--- config.mk ---
export PLATFORM = sky130hd
export DESIGN_NAME = chunk_cache_clock_replacement_flat
export DESIGN_NICKNAME = d
export VERILOG_FILES = /design/src/rtl/core/ccr_pkg.sv /design/src/rtl/core/ccr_if.sv /design/src/rtl/core/ccr_ram.sv /design/src/rtl/core/ccr_ctrl.sv /design/src/rtl/core/ccr_dp.sv /design/src/rtl/core/chunk_cache_clock_replacement.sv /design/src/flat_wrapper.sv
export SDC_FILE = /design/constraint.sdc
export NUM_CORES = 2
export LEC_CHECK = 0
export ABC_AREA = 1
export BUFFER_PORTS_ARGS = -buffer_cell sky130_fd_sc_hd__buf_2
export CORE_MARGIN = 1
export CORE_UTILIZATION = 30
export CTS_CLUSTER_SIZE = 12
export DETAILED_ROUTE_END_ITERATION = 10
export HOLD_SLACK_MARGIN = 0.15
export PLACE_DENSITY = 0.55
export SLEW_MARGIN = 20
export SYNTH_ARGS = -nofsm -noshare
export SYNTH_HDL_FRONTEND = slang
export SYNTH_SLANG_ARGS = --single-unit
--- constraint.sdc ---
create_clock -name i_clk -period 11.66 [get_ports i_clk]
set_input_delay 2.332 -clock i_clk [delete_from_list [all_inputs] [get_ports i_clk]]
set_output_delay 2.332 -clock i_clk [all_outputs]
set_load 0.01 [all_outputs]
--- src/rtl/core/ccr_pkg.sv ---
`timescale 1ns / 1ps

package ccr_pkg;

    localparam int NUM_CHUNKS_DEF = 8;

    localparam int OFFSET_W   = 32;
    localparam int CHUNK_W    = 21;
    localparam int COUNT_W    = 4;
    localparam int OIC_W      = 20;
    localparam int CIDX_W     = 3;
    localparam int CFG_IDX_W  = 2;
    localparam int CFG_DATA_W = 32;
    // Working width for the clamped entry count; holds any supported NUM_CHUNKS.
    localparam int CNT_CALC_W = 8;

    localparam logic [CHUNK_W-1:0]  CHUNK_SIZE_RESET    = 21'd4096;
    localparam logic [OFFSET_W-1:0] FILE_LENGTH_RESET   = 32'd0;
    localparam logic [COUNT_W-1:0]  CHUNKS_IN_USE_RESET = 4'd8;

    localparam logic [7:0] WINDOW_SPAN   = 8'hff;
    localparam int         BACKOFF_SHIFT = 3;

    typedef enum logic [CFG_IDX_W-1:0] {
        CFG_CHUNK_SIZE    = 2'd0,
        CFG_FILE_LENGTH   = 2'd1,
        CFG_CHUNKS_IN_USE = 2'd2
    } t_cfg_idx;

    typedef struct packed {
        logic start;
        logic scan_next;
        logic walk_init;
        logic walk_step;
        logic calc_start;
        logic calc_limit;
        logic commit_hit;
        logic commit_miss;
        logic emit;
    } t_dp_cmd;

    typedef struct packed {
        logic hit_now;
        logic scan_last;
        logic hand_free;
    } t_dp_sts;

    typedef struct packed {
        logic                  hit;
        logic [CIDX_W-1:0]     chunk_index;
        logic [OIC_W-1:0]      offset_in_chunk;
        logic                  fill_request;
        logic [OFFSET_W-1:0]   fill_start;
        logic [CHUNK_W-1:0]    fill_length;
        logic                  failed;
    } t_result;

endpackage

--- src/rtl/core/ccr_if.sv ---
`timescale 1ns / 1ps

interface ccr_req_if;
    import ccr_pkg::*;

    logic                valid;
    logic                ready;
    logic                opcode;
    logic [OFFSET_W-1:0] file_offset;

    modport source (output valid, output opcode, output file_offset, input ready);
    modport sink   (input valid, input opcode, input file_offset, output ready);
endinterface

interface ccr_rsp_if;
    import ccr_pkg::*;

    logic                valid;
    logic                ready;
    logic                hit;
    logic [CIDX_W-1:0]   chunk_index;
    logic [OIC_W-1:0]    offset_in_chunk;
    logic                fill_request;
    logic [OFFSET_W-1:0] fill_start;
    logic [CHUNK_W-1:0]  fill_length;
    logic                failed;

    modport source (output valid, output hit, output chunk_index, output offset_in_chunk,
                    output fill_request, output fill_start, output fill_length,
                    output failed, input ready);
    modport sink   (input valid, input hit, input chunk_index, input offset_in_chunk,
                    input fill_request, input fill_start, input fill_length,
                    input failed, output ready);
endinterface

--- src/rtl/core/ccr_ram.sv ---
`timescale 1ns / 1ps

module ccr_ram #(
    parameter int WIDTH = 64,
    parameter int DEPTH = 8
) (
    input  logic                                       i_clk,
    input  logic                                       i_we,
    input  logic [((DEPTH > 1) ? $clog2(DEPTH) : 1)-1:0] i_waddr,
    input  logic [WIDTH-1:0]                           i_wdata,
    input  logic [((DEPTH > 1) ? $clog2(DEPTH) : 1)-1:0] i_raddr,
    output logic [WIDTH-1:0]                           o_rdata
);

    logic [WIDTH-1:0] r_mem [DEPTH];
    logic [WIDTH-1:0] r_rdata;

    always_ff @(posedge i_clk) begin
        if (i_we) begin
            r_mem[i_waddr] <= i_wdata;
        end
        r_rdata <= r_mem[i_raddr];
    end

    assign o_rdata = r_rdata;

endmodule

--- src/rtl/core/ccr_ctrl.sv ---
`timescale 1ns / 1ps

module ccr_ctrl (
    input  logic             i_clk,
    input  logic             i_rst_n,
    input  logic             i_in_valid,
    output logic             o_in_ready,
    output logic             o_out_valid,
    input  logic             i_out_ready,
    output ccr_pkg::t_dp_cmd o_cmd,
    input  ccr_pkg::t_dp_sts i_sts
);
    import ccr_pkg::*;

    typedef enum logic [2:0] {
        S_IDLE,
        S_SCAN,
        S_WALK,
        S_CALC_START,
        S_CALC_LIMIT,
        S_COMMIT,
        S_EMIT
    } t_state;

    t_state  r_state;
    t_state  n_state;
    logic    r_out_vld;
    t_dp_cmd cmd;

    always_comb begin
        cmd     = '0;
        n_state = r_state;
        case (r_state)
            S_IDLE: begin
                if (i_in_valid) begin
                    cmd.start = 1'b1;
                    n_state   = S_SCAN;
                end
            end
            S_SCAN: begin
                if (i_sts.hit_now) begin
                    cmd.commit_hit = 1'b1;
                    n_state        = S_EMIT;
                end else if (i_sts.scan_last) begin
                    cmd.walk_init = 1'b1;
                    n_state       = S_WALK;
                end else begin
                    cmd.scan_next = 1'b1;
                end
            end
            S_WALK: begin
                if (i_sts.hand_free) begin
                    n_state = S_CALC_START;
                end else begin
                    cmd.walk_step = 1'b1;
                end
            end
            S_CALC_START: begin
                cmd.calc_start = 1'b1;
                n_state        = S_CALC_LIMIT;
            end
            S_CALC_LIMIT: begin
                cmd.calc_limit = 1'b1;
                n_state        = S_COMMIT;
            end
            S_COMMIT: begin
                cmd.commit_miss = 1'b1;
                n_state         = S_EMIT;
            end
            S_EMIT: begin
                // The result register is free once its current transaction completes.
                if (!r_out_vld || i_out_ready) begin
                    cmd.emit = 1'b1;
                    n_state  = S_IDLE;
                end
            end
            default: begin
                n_state = S_IDLE;
            end
        endcase
    end

    always_ff @(posedge i_clk) begin
        if (!i_rst_n) begin
            r_state   <= S_IDLE;
            r_out_vld <= 1'b0;
        end else begin
            r_state <= n_state;
            if (cmd.emit) begin
                r_out_vld <= 1'b1;
            end else if (i_out_ready) begin
                r_out_vld <= 1'b0;
            end
        end
    end

    assign o_in_ready  = (r_state == S_IDLE);
    assign o_out_valid = r_out_vld;
    assign o_cmd       = cmd;

    a_emit_free : assert property (@(posedge i_clk) disable iff (!i_rst_n)
        cmd.emit |-> (!r_out_vld || i_out_ready))
        else $error("result register loaded over an untaken result");

    a_walk_busy : assert property (@(posedge i_clk) disable iff (!i_rst_n)
        cmd.walk_step |-> !i_sts.hand_free)
        else $error("clock hand advanced past a free entry");

    a_out_from_emit : assert property (@(posedge i_clk) disable iff (!i_rst_n)
        $rose(r_out_vld) |-> $past(r_state == S_EMIT))
        else $error("result raised outside the emit state");

endmodule

--- src/rtl/core/ccr_dp.sv ---
`timescale 1ns / 1ps

module ccr_dp #(
    parameter int NUM_CHUNKS = ccr_pkg::NUM_CHUNKS_DEF
) (
    input  logic                             i_clk,
    input  logic                             i_rst_n,
    input  logic                             i_cfg_we,
    input  logic [ccr_pkg::CFG_IDX_W-1:0]    i_cfg_idx,
    input  logic [ccr_pkg::CFG_DATA_W-1:0]   i_cfg_data,
    input  logic                             i_opcode,
    input  logic [ccr_pkg::OFFSET_W-1:0]     i_file_offset,
    input  ccr_pkg::t_dp_cmd                 i_cmd,
    output ccr_pkg::t_dp_sts                 o_sts,
    output ccr_pkg::t_result                 o_res
);
    import ccr_pkg::*;

    localparam int IDX_W = (NUM_CHUNKS > 1) ? $clog2(NUM_CHUNKS) : 1;
    localparam int TAG_W = 2 * OFFSET_W;

    // Configuration registers
    logic [CHUNK_W-1:0]  r_chunk_size;
    logic [OFFSET_W-1:0] r_file_length;
    logic [COUNT_W-1:0]  r_chunks_in_use;

    // Request and working registers
    logic                r_op;
    logic [OFFSET_W-1:0] r_offset;
    logic [OFFSET_W:0]   r_need;
    logic [IDX_W-1:0]    r_idx;
    logic [IDX_W-1:0]    r_hand;
    logic [OFFSET_W-1:0] r_start;
    logic [OFFSET_W-1:0] r_limit;
    logic                r_used [NUM_CHUNKS];
    logic                r_vld  [NUM_CHUNKS];
    t_result             r_res;
    t_result             n_res;
    t_result             r_out;

    logic [CNT_CALC_W-1:0] cnt;
    logic [IDX_W-1:0]      last_idx;
    logic [IDX_W-1:0]      tag_raddr;
    logic [TAG_W-1:0]      tag_rdata;
    logic                  tag_we;
    logic [OFFSET_W-1:0]   ent_start;
    logic [OFFSET_W-1:0]   ent_limit;
    logic [OFFSET_W-1:0]   hit_diff;
    logic                  hit_now;
    logic [OFFSET_W-1:0]   back;
    logic [OFFSET_W:0]     sum;
    logic                  fail;
    logic [OFFSET_W-1:0]   len_full;
    logic [OFFSET_W-1:0]   miss_diff;

    function automatic logic [CIDX_W-1:0] to_cidx(input logic [IDX_W-1:0] idx);
        logic [IDX_W+CIDX_W-1:0] ext;
        ext = {{CIDX_W{1'b0}}, idx};
        return ext[CIDX_W-1:0];
    endfunction

    // A count of zero acts as one; a count above the table size is clamped.
    always_comb begin
        cnt = {{(CNT_CALC_W-COUNT_W){1'b0}}, r_chunks_in_use};
        if (cnt == '0) begin
            cnt = CNT_CALC_W'(1);
        end else if (cnt > CNT_CALC_W'(NUM_CHUNKS)) begin
            cnt = CNT_CALC_W'(NUM_CHUNKS);
        end
        last_idx = IDX_W'(cnt - CNT_CALC_W'(1));
    end

    // The read for the next entry is issued while the current one is compared.
    always_comb begin
        if (i_cmd.start) begin
            tag_raddr = '0;
        end else if (r_idx == last_idx) begin
            tag_raddr = r_idx;
        end else begin
            tag_raddr = r_idx + IDX_W'(1);
        end
    end

    assign fail   = r_op && ({1'b0, r_limit} <= r_need);
    assign tag_we = i_cmd.commit_miss && !fail;

    ccr_ram #(
        .WIDTH (TAG_W),
        .DEPTH (NUM_CHUNKS)
    ) u_tag_ram (
        .i_clk   (i_clk),
        .i_we    (tag_we),
        .i_waddr (r_hand),
        .i_wdata ({r_start, r_limit}),
        .i_raddr (tag_raddr),
        .o_rdata (tag_rdata)
    );

    // An entry never written reads as an empty window at zero.
    always_comb begin
        if (r_vld[r_idx]) begin
            ent_start = tag_rdata[TAG_W-1:OFFSET_W];
            ent_limit = tag_rdata[OFFSET_W-1:0];
        end else begin
            ent_start = '0;
            ent_limit = '0;
        end
        hit_diff = r_offset - ent_start;
        hit_now  = (ent_start <= r_offset) && ({1'b0, ent_limit} > r_need);
    end

    assign back      = {{(OFFSET_W-CHUNK_W){1'b0}}, r_chunk_size >> BACKOFF_SHIFT};
    assign sum       = {1'b0, r_start} + {{(OFFSET_W+1-CHUNK_W){1'b0}}, r_chunk_size};
    assign len_full  = (r_limit > r_start) ? (r_limit - r_start) : '0;
    assign miss_diff = r_offset - r_start;

    always_comb begin
        n_res = r_res;
        if (i_cmd.commit_hit) begin
            n_res                 = '0;
            n_res.hit             = 1'b1;
            n_res.chunk_index     = to_cidx(r_idx);
            n_res.offset_in_chunk = hit_diff[OIC_W-1:0];
        end else if (i_cmd.commit_miss) begin
            n_res             = '0;
            n_res.chunk_index = to_cidx(r_hand);
            if (fail) begin
                n_res.failed = 1'b1;
            end else begin
                n_res.fill_request    = 1'b1;
                n_res.offset_in_chunk = miss_diff[OIC_W-1:0];
                n_res.fill_start      = r_start;
                n_res.fill_length     = len_full[CHUNK_W-1:0];
            end
        end
    end

    always_ff @(posedge i_clk) begin
        if (!i_rst_n) begin
            r_chunk_size    <= CHUNK_SIZE_RESET;
            r_file_length   <= FILE_LENGTH_RESET;
            r_chunks_in_use <= CHUNKS_IN_USE_RESET;
            r_idx           <= '0;
            r_hand          <= '0;
            for (int i = 0; i < NUM_CHUNKS; i++) begin
                r_used[i] <= 1'b0;
                r_vld[i]  <= 1'b0;
            end
        end else begin
            if (i_cfg_we) begin
                case (i_cfg_idx)
                    CFG_CHUNK_SIZE:    r_chunk_size    <= i_cfg_data[CHUNK_W-1:0];
                    CFG_FILE_LENGTH:   r_file_length   <= i_cfg_data[OFFSET_W-1:0];
                    CFG_CHUNKS_IN_USE: r_chunks_in_use <= i_cfg_data[COUNT_W-1:0];
                    default: begin
                    end
                endcase
            end
            if (i_cmd.start) begin
                r_idx <= '0;
            end else if (i_cmd.scan_next) begin
                r_idx <= r_idx + IDX_W'(1);
            end
            if (i_cmd.walk_init && (r_hand > last_idx)) begin
                r_hand <= '0;
            end else if (i_cmd.walk_step) begin
                r_used[r_hand] <= 1'b0;
                r_hand         <= (r_hand == last_idx) ? '0 : r_hand + IDX_W'(1);
            end
            if (i_cmd.commit_hit) begin
                r_used[r_idx] <= 1'b1;
            end
            if (tag_we) begin
                r_used[r_hand] <= 1'b1;
                r_vld[r_hand]  <= 1'b1;
            end
        end
    end

    always_ff @(posedge i_clk) begin
        if (i_cmd.start) begin
            r_op     <= i_opcode;
            r_offset <= i_file_offset;
            r_need   <= {1'b0, i_file_offset}
                      + (i_opcode ? {{(OFFSET_W-7){1'b0}}, WINDOW_SPAN} : '0);
        end
        if (i_cmd.calc_start) begin
            r_start <= (r_offset >= back) ? (r_offset - back) : '0;
        end
        if (i_cmd.calc_limit) begin
            r_limit <= (sum > {1'b0, r_file_length}) ? r_file_length : sum[OFFSET_W-1:0];
        end
        r_res <= n_res;
        if (i_cmd.emit) begin
            r_out <= r_res;
        end
    end

    assign o_sts.hit_now   = hit_now;
    assign o_sts.scan_last = (r_idx == last_idx);
    assign o_sts.hand_free = !r_used[r_hand];
    assign o_res           = r_out;

    a_hit_result : assert property (@(posedge i_clk) disable iff (!i_rst_n)
        i_cmd.commit_hit |=> (r_res.hit && !r_res.fill_request && !r_res.failed))
        else $error("hit result carries a fill or a failure");

    a_miss_result : assert property (@(posedge i_clk) disable iff (!i_rst_n)
        i_cmd.commit_miss |=> (!r_res.hit && (r_res.fill_request != r_res.failed)))
        else $error("miss result must be exactly one of fill or failure");

    a_hand_stays : assert property (@(posedge i_clk) disable iff (!i_rst_n)
        i_cmd.commit_miss |=> (r_hand == $past(r_hand)))
        else $error("clock hand moved off the victim");

endmodule

--- src/rtl/core/chunk_cache_clock_replacement.sv ---
`timescale 1ns / 1ps

// Channel   Dir  Handshake     Payload
// i_req     in   valid/ready   opcode, file_offset
// o_rsp     out  valid/ready   hit, chunk_index, offset_in_chunk, fill_request,
//                              fill_start, fill_length, failed
// i_cfg_*   in   write enable  register index, write data (no read-back)
//
// A request is compared against one tag entry per cycle through the single read
// port of the tag RAM. A hit is committed from the scan state and then emitted.
// A miss scans every entry in use, walks the clock hand to a free entry, computes
// the window start and then its limit, commits the result and then emits it.
// Reset is synchronous and clears tags (valid bits), used bits and the hand.
// A new request is taken as soon as the engine is idle, even while the previous
// result still waits; the engine stalls only if that result is still untaken.

module chunk_cache_clock_replacement #(
    parameter int NUM_CHUNKS = ccr_pkg::NUM_CHUNKS_DEF
) (
    input  logic                           i_clk,
    input  logic                           i_rst_n,
    input  logic                           i_cfg_we,
    input  logic [ccr_pkg::CFG_IDX_W-1:0]  i_cfg_idx,
    input  logic [ccr_pkg::CFG_DATA_W-1:0] i_cfg_data,
    ccr_req_if.sink                        i_req,
    ccr_rsp_if.source                      o_rsp
);
    import ccr_pkg::*;

    t_dp_cmd cmd;
    t_dp_sts sts;
    t_result res;
    logic    in_ready;
    logic    out_valid;

    ccr_ctrl u_ctrl (
        .i_clk       (i_clk),
        .i_rst_n     (i_rst_n),
        .i_in_valid  (i_req.valid),
        .o_in_ready  (in_ready),
        .o_out_valid (out_valid),
        .i_out_ready (o_rsp.ready),
        .o_cmd       (cmd),
        .i_sts       (sts)
    );

    ccr_dp #(
        .NUM_CHUNKS (NUM_CHUNKS)
    ) u_dp (
        .i_clk         (i_clk),
        .i_rst_n       (i_rst_n),
        .i_cfg_we      (i_cfg_we),
        .i_cfg_idx     (i_cfg_idx),
        .i_cfg_data    (i_cfg_data),
        .i_opcode      (i_req.opcode),
        .i_file_offset (i_req.file_offset),
        .i_cmd         (cmd),
        .o_sts         (sts),
        .o_res         (res)
    );

    assign i_req.ready           = in_ready;
    assign o_rsp.valid           = out_valid;
    assign o_rsp.hit             = res.hit;
    assign o_rsp.chunk_index     = res.chunk_index;
    assign o_rsp.offset_in_chunk = res.offset_in_chunk;
    assign o_rsp.fill_request    = res.fill_request;
    assign o_rsp.fill_start      = res.fill_start;
    assign o_rsp.fill_length     = res.fill_length;
    assign o_rsp.failed          = res.failed;

endmodule
--- src/flat_wrapper.sv ---
// flat-port wrapper written by rule: the top's interface ports become plain ports
module chunk_cache_clock_replacement_flat import ccr_pkg::*;
#(
    parameter int NUM_CHUNKS = ccr_pkg::NUM_CHUNKS_DEF
)
  (i_clk, i_rst_n, i_cfg_we, i_cfg_idx, i_cfg_data, i_req_valid, i_req_opcode, i_req_file_offset, i_req_ready, o_rsp_valid, o_rsp_hit, o_rsp_chunk_index, o_rsp_offset_in_chunk, o_rsp_fill_request, o_rsp_fill_start, o_rsp_fill_length, o_rsp_failed, o_rsp_ready);
  ccr_req_if i_req_i ();
  ccr_rsp_if o_rsp_i ();
  input  logic i_clk;
  input  logic i_rst_n;
  input  logic i_cfg_we;
  input  logic [ccr_pkg::CFG_IDX_W-1:0] i_cfg_idx;
  input  logic [ccr_pkg::CFG_DATA_W-1:0] i_cfg_data;
  input wire logic [$bits(i_req_i.valid)-1:0] i_req_valid;
  input wire logic [$bits(i_req_i.opcode)-1:0] i_req_opcode;
  input wire logic [$bits(i_req_i.file_offset)-1:0] i_req_file_offset;
  output wire logic [$bits(i_req_i.ready)-1:0] i_req_ready;
  output wire logic [$bits(o_rsp_i.valid)-1:0] o_rsp_valid;
  output wire logic [$bits(o_rsp_i.hit)-1:0] o_rsp_hit;
  output wire logic [$bits(o_rsp_i.chunk_index)-1:0] o_rsp_chunk_index;
  output wire logic [$bits(o_rsp_i.offset_in_chunk)-1:0] o_rsp_offset_in_chunk;
  output wire logic [$bits(o_rsp_i.fill_request)-1:0] o_rsp_fill_request;
  output wire logic [$bits(o_rsp_i.fill_start)-1:0] o_rsp_fill_start;
  output wire logic [$bits(o_rsp_i.fill_length)-1:0] o_rsp_fill_length;
  output wire logic [$bits(o_rsp_i.failed)-1:0] o_rsp_failed;
  input wire logic [$bits(o_rsp_i.ready)-1:0] o_rsp_ready;
  assign i_req_i.valid = i_req_valid;
  assign i_req_i.opcode = i_req_opcode;
  assign i_req_i.file_offset = i_req_file_offset;
  assign i_req_ready = i_req_i.ready;
  assign o_rsp_valid = o_rsp_i.valid;
  assign o_rsp_hit = o_rsp_i.hit;
  assign o_rsp_chunk_index = o_rsp_i.chunk_index;
  assign o_rsp_offset_in_chunk = o_rsp_i.offset_in_chunk;
  assign o_rsp_fill_request = o_rsp_i.fill_request;
  assign o_rsp_fill_start = o_rsp_i.fill_start;
  assign o_rsp_fill_length = o_rsp_i.fill_length;
  assign o_rsp_failed = o_rsp_i.failed;
  assign o_rsp_i.ready = o_rsp_ready;
  chunk_cache_clock_replacement #(.NUM_CHUNKS(NUM_CHUNKS)) u_core (.i_clk(i_clk), .i_rst_n(i_rst_n), .i_cfg_we(i_cfg_we), .i_cfg_idx(i_cfg_idx), .i_cfg_data(i_cfg_data), .i_req(i_req_i), .o_rsp(o_rsp_i));
endmodule
# [Word-level counts from Yosys, hierarchy flattened]
# Memories as Yosys holds them, arrays and structs flattened. A register that Yosys moved wholly into a read port is not among the register bits.
# Cells that the tools add are included.
[op_classes] add_sub_neg=9 order_cmp=8 eq_ne=14 n_mux=63 bitwise_logic=2 reduce_logical=21
[op_table] op="78-bit 2-to-1 mux" n=2
[op_table] op="32-bit 2-to-1 mux" n=3
[op_table] op="74-bit 2-to-1 mux" n=1
[op_table] op="3-bit 2-to-1 mux" n=17
[op_table] op="20-bit subtractor" n=2
[op_table] op="1-bit 2-to-1 mux" n=35
[op_table] op="32-bit by 21-bit adder with 33-bit output" n=1
[op_table] op="32-bit by 8-bit adder with 33-bit output" n=1
[op_table] op="32-bit by 33-bit greater-than comparator with 1-bit output" n=1
[op_table] op="33-bit by 32-bit greater-than comparator with 1-bit output" n=1
[op_table] op="32-bit by 33-bit less-or-equal comparator with 1-bit output" n=1
[op_table] op="32-bit by 18-bit greater-or-equal comparator with 1-bit output" n=1
[op_table] op="32-bit greater-than comparator" n=1
[op_table] op="32-bit less-or-equal comparator" n=1
[op_table] op="32-bit by 18-bit subtractor with 32-bit output" n=1
[op_table] op="21-bit 2-to-1 mux" n=1
[op_table] op="3-bit one-hot mux with 7 select lines" n=1
[op_table] op="21-bit subtractor" n=1
[op_table] op="3-bit equality test, second input constant" n=3
[op_table] op="8-bit 2-to-1 mux" n=1
[op_table] op="3-bit by 1-bit adder with 3-bit output, second input constant" n=2
[op_table] op="3-bit by 2-bit equality test with 1-bit output, second input constant" n=2
[op_table] op="3-bit equality test" n=2
[op_table] op="2-bit != test, second input constant" n=3
[op_table] op="other kinds (21)" n=32
[totals] reg_bits=355 ram_bits=528 in_bits=72 output_inout_bits=81 wordCells=146 memories=3
[memory_table] name="u_core.u_dp.u_tag_ram.r_mem" depth=8 width=64 rd=1 rd_clocked_by_memory_dff=1 write_ports=1 line_no="ccr_ram.sv:15" rtl="logic [WIDTH-1:0] r_mem [DEPTH];"
[memory_table] name="u_core.u_dp.r_used" depth=8 width=1 rd=1 rd_clocked_by_memory_dff=1 write_ports=8 line_no="ccr_dp.sv:35" rtl="logic r_used [NUM_CHUNKS];"
[memory_table] name="u_core.u_dp.r_vld" depth=8 width=1 rd=1 rd_clocked_by_memory_dff=1 write_ports=8 line_no="ccr_dp.sv:36" rtl="logic r_vld [NUM_CHUNKS];"

# [Depth between registers and ports, before layout]
[logic_depth] word_depth=16 depth_mapped=27 depth_no_buf=26

# [Cells and area by module]
# Synthesis repeated with hierarchy kept, for this count alone.
[hier_totals] hier_cells=5252 area_unflattened_um2=47828.4
[by_module_without_submodules] mod="ccr_dp" instances=1 cells_per_inst=2904 area_per_inst_um2=23824.1
[by_module_without_submodules] mod="ccr_ram" instances=1 cells_per_inst=2294 area_per_inst_um2=23657.7
[by_module_without_submodules] mod="ccr_ctrl" instances=1 cells_per_inst=54 area_per_inst_um2=346.6

# [Worst setup path before layout]
# Ideal clock, no wire load.
[synth_path] kind="reg2reg" startpoint="register u_core.u_dp.r_limit[24]" endpoint="memory u_core.u_dp.u_tag_ram.r_mem[6][0] (enable)" setup_time_ps=647 t_arrival_ps=7985 required_ps=11013 path_slack_ps=3028 stages_incl_launch_ff=13 path_buffers=1 path_cell_list="edfxtp_1 > ha_1 > nand2_1 > nor2_1 > nand3_1 > nor3b_1 > nand3b_1 > nand3_1 > nand2_1 > nand2_1 > nand2_1 > buf_2 > nor4_1"
[synth_between] elab_chain_cells=6
[synth_lines] element="start: declaration" line_no="ccr_dp.sv:34" rtl="logic [OFFSET_W-1:0] r_limit;"
[synth_lines] element="start signal: assignment" line_no="ccr_dp.sv:191" rtl="r_limit <= (sum > {1'b0, r_file_length}) ? r_file_length : sum[OFFSET_W-1:0];"
[synth_lines] element="32-bit by 33-bit less-or-equal comparator with 1-bit output" line_no="ccr_dp.sv:84" rtl="assign fail = r_op && ({1'b0, r_limit} <= r_need);"
[synth_lines] element="1-bit logical AND" line_no="ccr_dp.sv:84"
[synth_lines] element="1-bit logical NOT" line_no="ccr_dp.sv:85" rtl="assign tag_we = i_cmd.commit_miss && !fail;"
[synth_lines] element="1-bit logical AND" line_no="ccr_dp.sv:85"
[synth_lines] element="1-bit 2-to-1 mux" line_no="ccr_ram.sv:19" rtl="if (i_we) begin"
[synth_lines] element="1-bit 2-to-1 mux (implied by the code)" line_no="ccr_ram.sv:20" rtl="r_mem[i_waddr] <= i_wdata;"
[synth_lines] element="end: declaration" line_no="ccr_ram.sv:15"
# No other way between the ends.

==> flow_summary.ini <==
[worst_setup_path]
crit_type = reg -> reg
worstPathArrival_ps = 6460
required_ps = 12310
cp-start-kind = flop
crit_fanout = 54
max_stage_delay_ps = 890
crit_path_frequent_cell = nand2_1
crit_slowest_cell = inv_2
crit_chain = inv_1, o211ai_1, nand3b_1, nand2_2, buf_4, inv_1, nand2_1, inv_1, ha_1, nand2_1, nor2_1, inv_1, nor2_2, nand2_1, nand2_1, nand2_1, a21oi_1, nor2_4, nand2_4, nand2_2, inv_2, a22o_1
end_kind = flop

[power]
leakage_uw = 0.01954
irDropWorstVdd_v = 0.0002061
powerDensity_nw_per_um2 = 219.1

[placed_design]
numPortBuffers = 152
gp_congestion = 0.9366
dp_cells = 6272
place_hpwl_um = 93280

[cells_and_area]
syn2layout_area_growth_pct = 13.73
final_cells = 6461
final_nets = 4772
final_common_cell = edfxtp_1
drive_gt1_share_pct = 9.677
utilization_pct = 34.35
layout_common_cells = edfxtp_1, nor2_1, o21ai_0

[clocking]
post_cts_buffers = 0
cts_resized = 0
cts.sinks = 953
clk_pin_slew_ps = 60
insertion_delay_ps = 720
root_buffer = clkbuf_16
cts_tree = done
cts_buffers = 98
hold_buffers = 0
ctsLongestPathBuffers = 3
cts.htree.levels = 3

[timing]
skew_ps = 32.23
worstMarginPinSlew_ps = 1138
finalCritPeriodShare_pct = 49.83
rsz0062_at_grt = no
setup_violations = 0
maxSlewHeadroom_pct = 23.95
max_freq_mhz = 172.1
fin_crit_ps = 5810
finalSetupTns_ps = 0
maxSlewViolCount = 0
hold_viol_final = 0

[detailed_routing]
vias_per_cell = 4.951
vias = 31990
drc_errors = 4
ant_nets = 0
wire_per_inst_um = 21.02
drtIter0Drc = 2960
drtPass1Iterations = 8
wl_um = 135800

[floorplanning]
fp-row-count = 141
die_height_um = 387.3
num_io_pins = 153
start_util_pct = 30.20
dieWidth_um = 387.3
dieArea_um2 = 150000
placeableCoreArea_um2 = 147500

[outcome]
status = finished with violations
violations = DRC

[logic_synthesis]
synth_area_um2 = 44540
ys_seq_area_share_pct = 59.55
syn-instance-count = 4289
synthesis.nets = 4618
synth-main-ff-cell = edfxtp_1
ys_top_cells_by_area = edfxtp_1, dfxtp_1, ha_1
synthDistinctLibCells = 57
yosysWarnings = 0
synthArstFlopShare_pct = 0
avgSynthCellArea_um2 = 10.38
ys_ff_latch = 953
synth_top_area_share_pct = 50.16
synth_top_area_cell = edfxtp_1
synth_edf_count = 744

[global_route]
grt_pass1_vias = 30160
grt_pass1_wl_um = 197500
grt_use_total_pct = 17.62
grt_max_degree = 154
antenna_found_initial = 15
overflow = 0

[run]
drv_cap = 0

[min_path]
hold_class = reg -> reg
## sequential cells by signal (all words and copies together) (netlist names), named ones only
signal / flops
u_core.u_dp.u_tag_ram.o_rdata: 64
u_core.u_dp.r_res: 79
u_core.u_dp.r_limit: 32
u_core.u_dp.r_chunks_in_use: 4
u_core.u_dp.r_op: 1
u_core.u_dp.r_offset: 32
u_core.u_dp.u_tag_ram.r_mem: 512
u_core.u_dp.r_start: 32
u_core.u_dp.r_used: 8
u_core.u_dp.r_chunk_size: 21
u_core.u_dp.r_need: 33
u_core.u_ctrl.r_state: 3
u_core.u_dp.o_res: 79
u_core.u_dp.r_hand: 3
u_core.u_ctrl.o_out_valid: 1
u_core.u_dp.r_idx: 3
u_core.u_dp.r_vld: 8
u_core.u_dp.r_file_length: 32
## critical path: cells and delay by family, from the launching register on
family                   cells  cell delay [ps]
flip-flops                   1              410
buffers and inverters        6             2140
AO/OA/AOI/OAI                3              810
AND/OR/NAND/NOR             12             1850
adder cells (fa/ha/maj)      1              390
## worst paths after layout
check	from	to	slack [ps]	depth (start not counted)
max	flop	u_core.u_dp.r_res[17]	5850	22
min	u_core.u_dp.r_res[43]	u_core.u_dp.o_res[43]	430	0
max reg2reg	flop	u_core.u_dp.r_res[17]	5850	22
min reg2reg	u_core.u_dp.r_res[43]	u_core.u_dp.o_res[43]	430	0
## Yosys cell counts, types with 51 or more instances
library cell,instances
o21ai_0,546
nand4_1,63
inv_1,404
nand2_1,525
clkbuf_1,67
buf_2,53
a21oi_1,247
mux2_2,64
nor2_1,629
dfxtp_1,209
edfxtp_1,744
nand3_1,78
xor2_1,74
ha_1,251
o21ai_1,51
## power by group
group	total, µW	switching, µW	leakage [µW]	internal, µW
logic	3530	2330	0.00957	1190
registers	4480	341	0.00845	4140
clock network	3090	1340	0.00152	1740
## cells by family after synthesis
kind of cell,share of synthesized area (%)
flip-flops,59.55
AO/OA/AOI/OAI,11.47
buffers and inverters,4.919
multiplexers,1.663
adder cells (fa/ha/maj),7.321
XOR/XNOR,2.360
AND/OR/NAND/NOR,12.71
## through the flow
| step | hold slack, ps | total power, µW | area, µm² | setup WS (ps) |
|---|---|---|---|---|
| after floorplan | 400.3 | 6914 | 44540 | 3028 |
| after global placement | 407.8 | 8022 | 47490 | 5907 |
| after detailed placement | 414.0 | 8047 | 47490 | 5813 |
| after CTS | 430.3 | 11150 | 50620 | 5832 |
| after global routing | 430.2 | 11740 | 50650 | 5211 |
| final | 429.0 | 11100 | 50660 | 5850 |
## area by class of cell
class | count | area, µm²
antenna | 5 | 12.51
clock buffer | 161 | 2892
clock inverter | 22 | 246.5
fill | 14810 | 96830
inverter | 412 | 1551
multi-input combinational | 2786 | 15930
sequential | 953 | 26530
tap | 1930 | 2415
timing repair buffer | 192 | 1086
## metal layers
metal | track usage, % | vias to the layer above | share of wire, %
li1 | - | 15220 | -
met2 | 27.89 | 947 | 45
met1 | 24.91 | 15610 | 47
met5 | 0 | - | 0
met3 | 2.781 | 209 | 5.4
met4 | 4.755 | 0 | 2.7
Power figures use the tool's default switching activity.
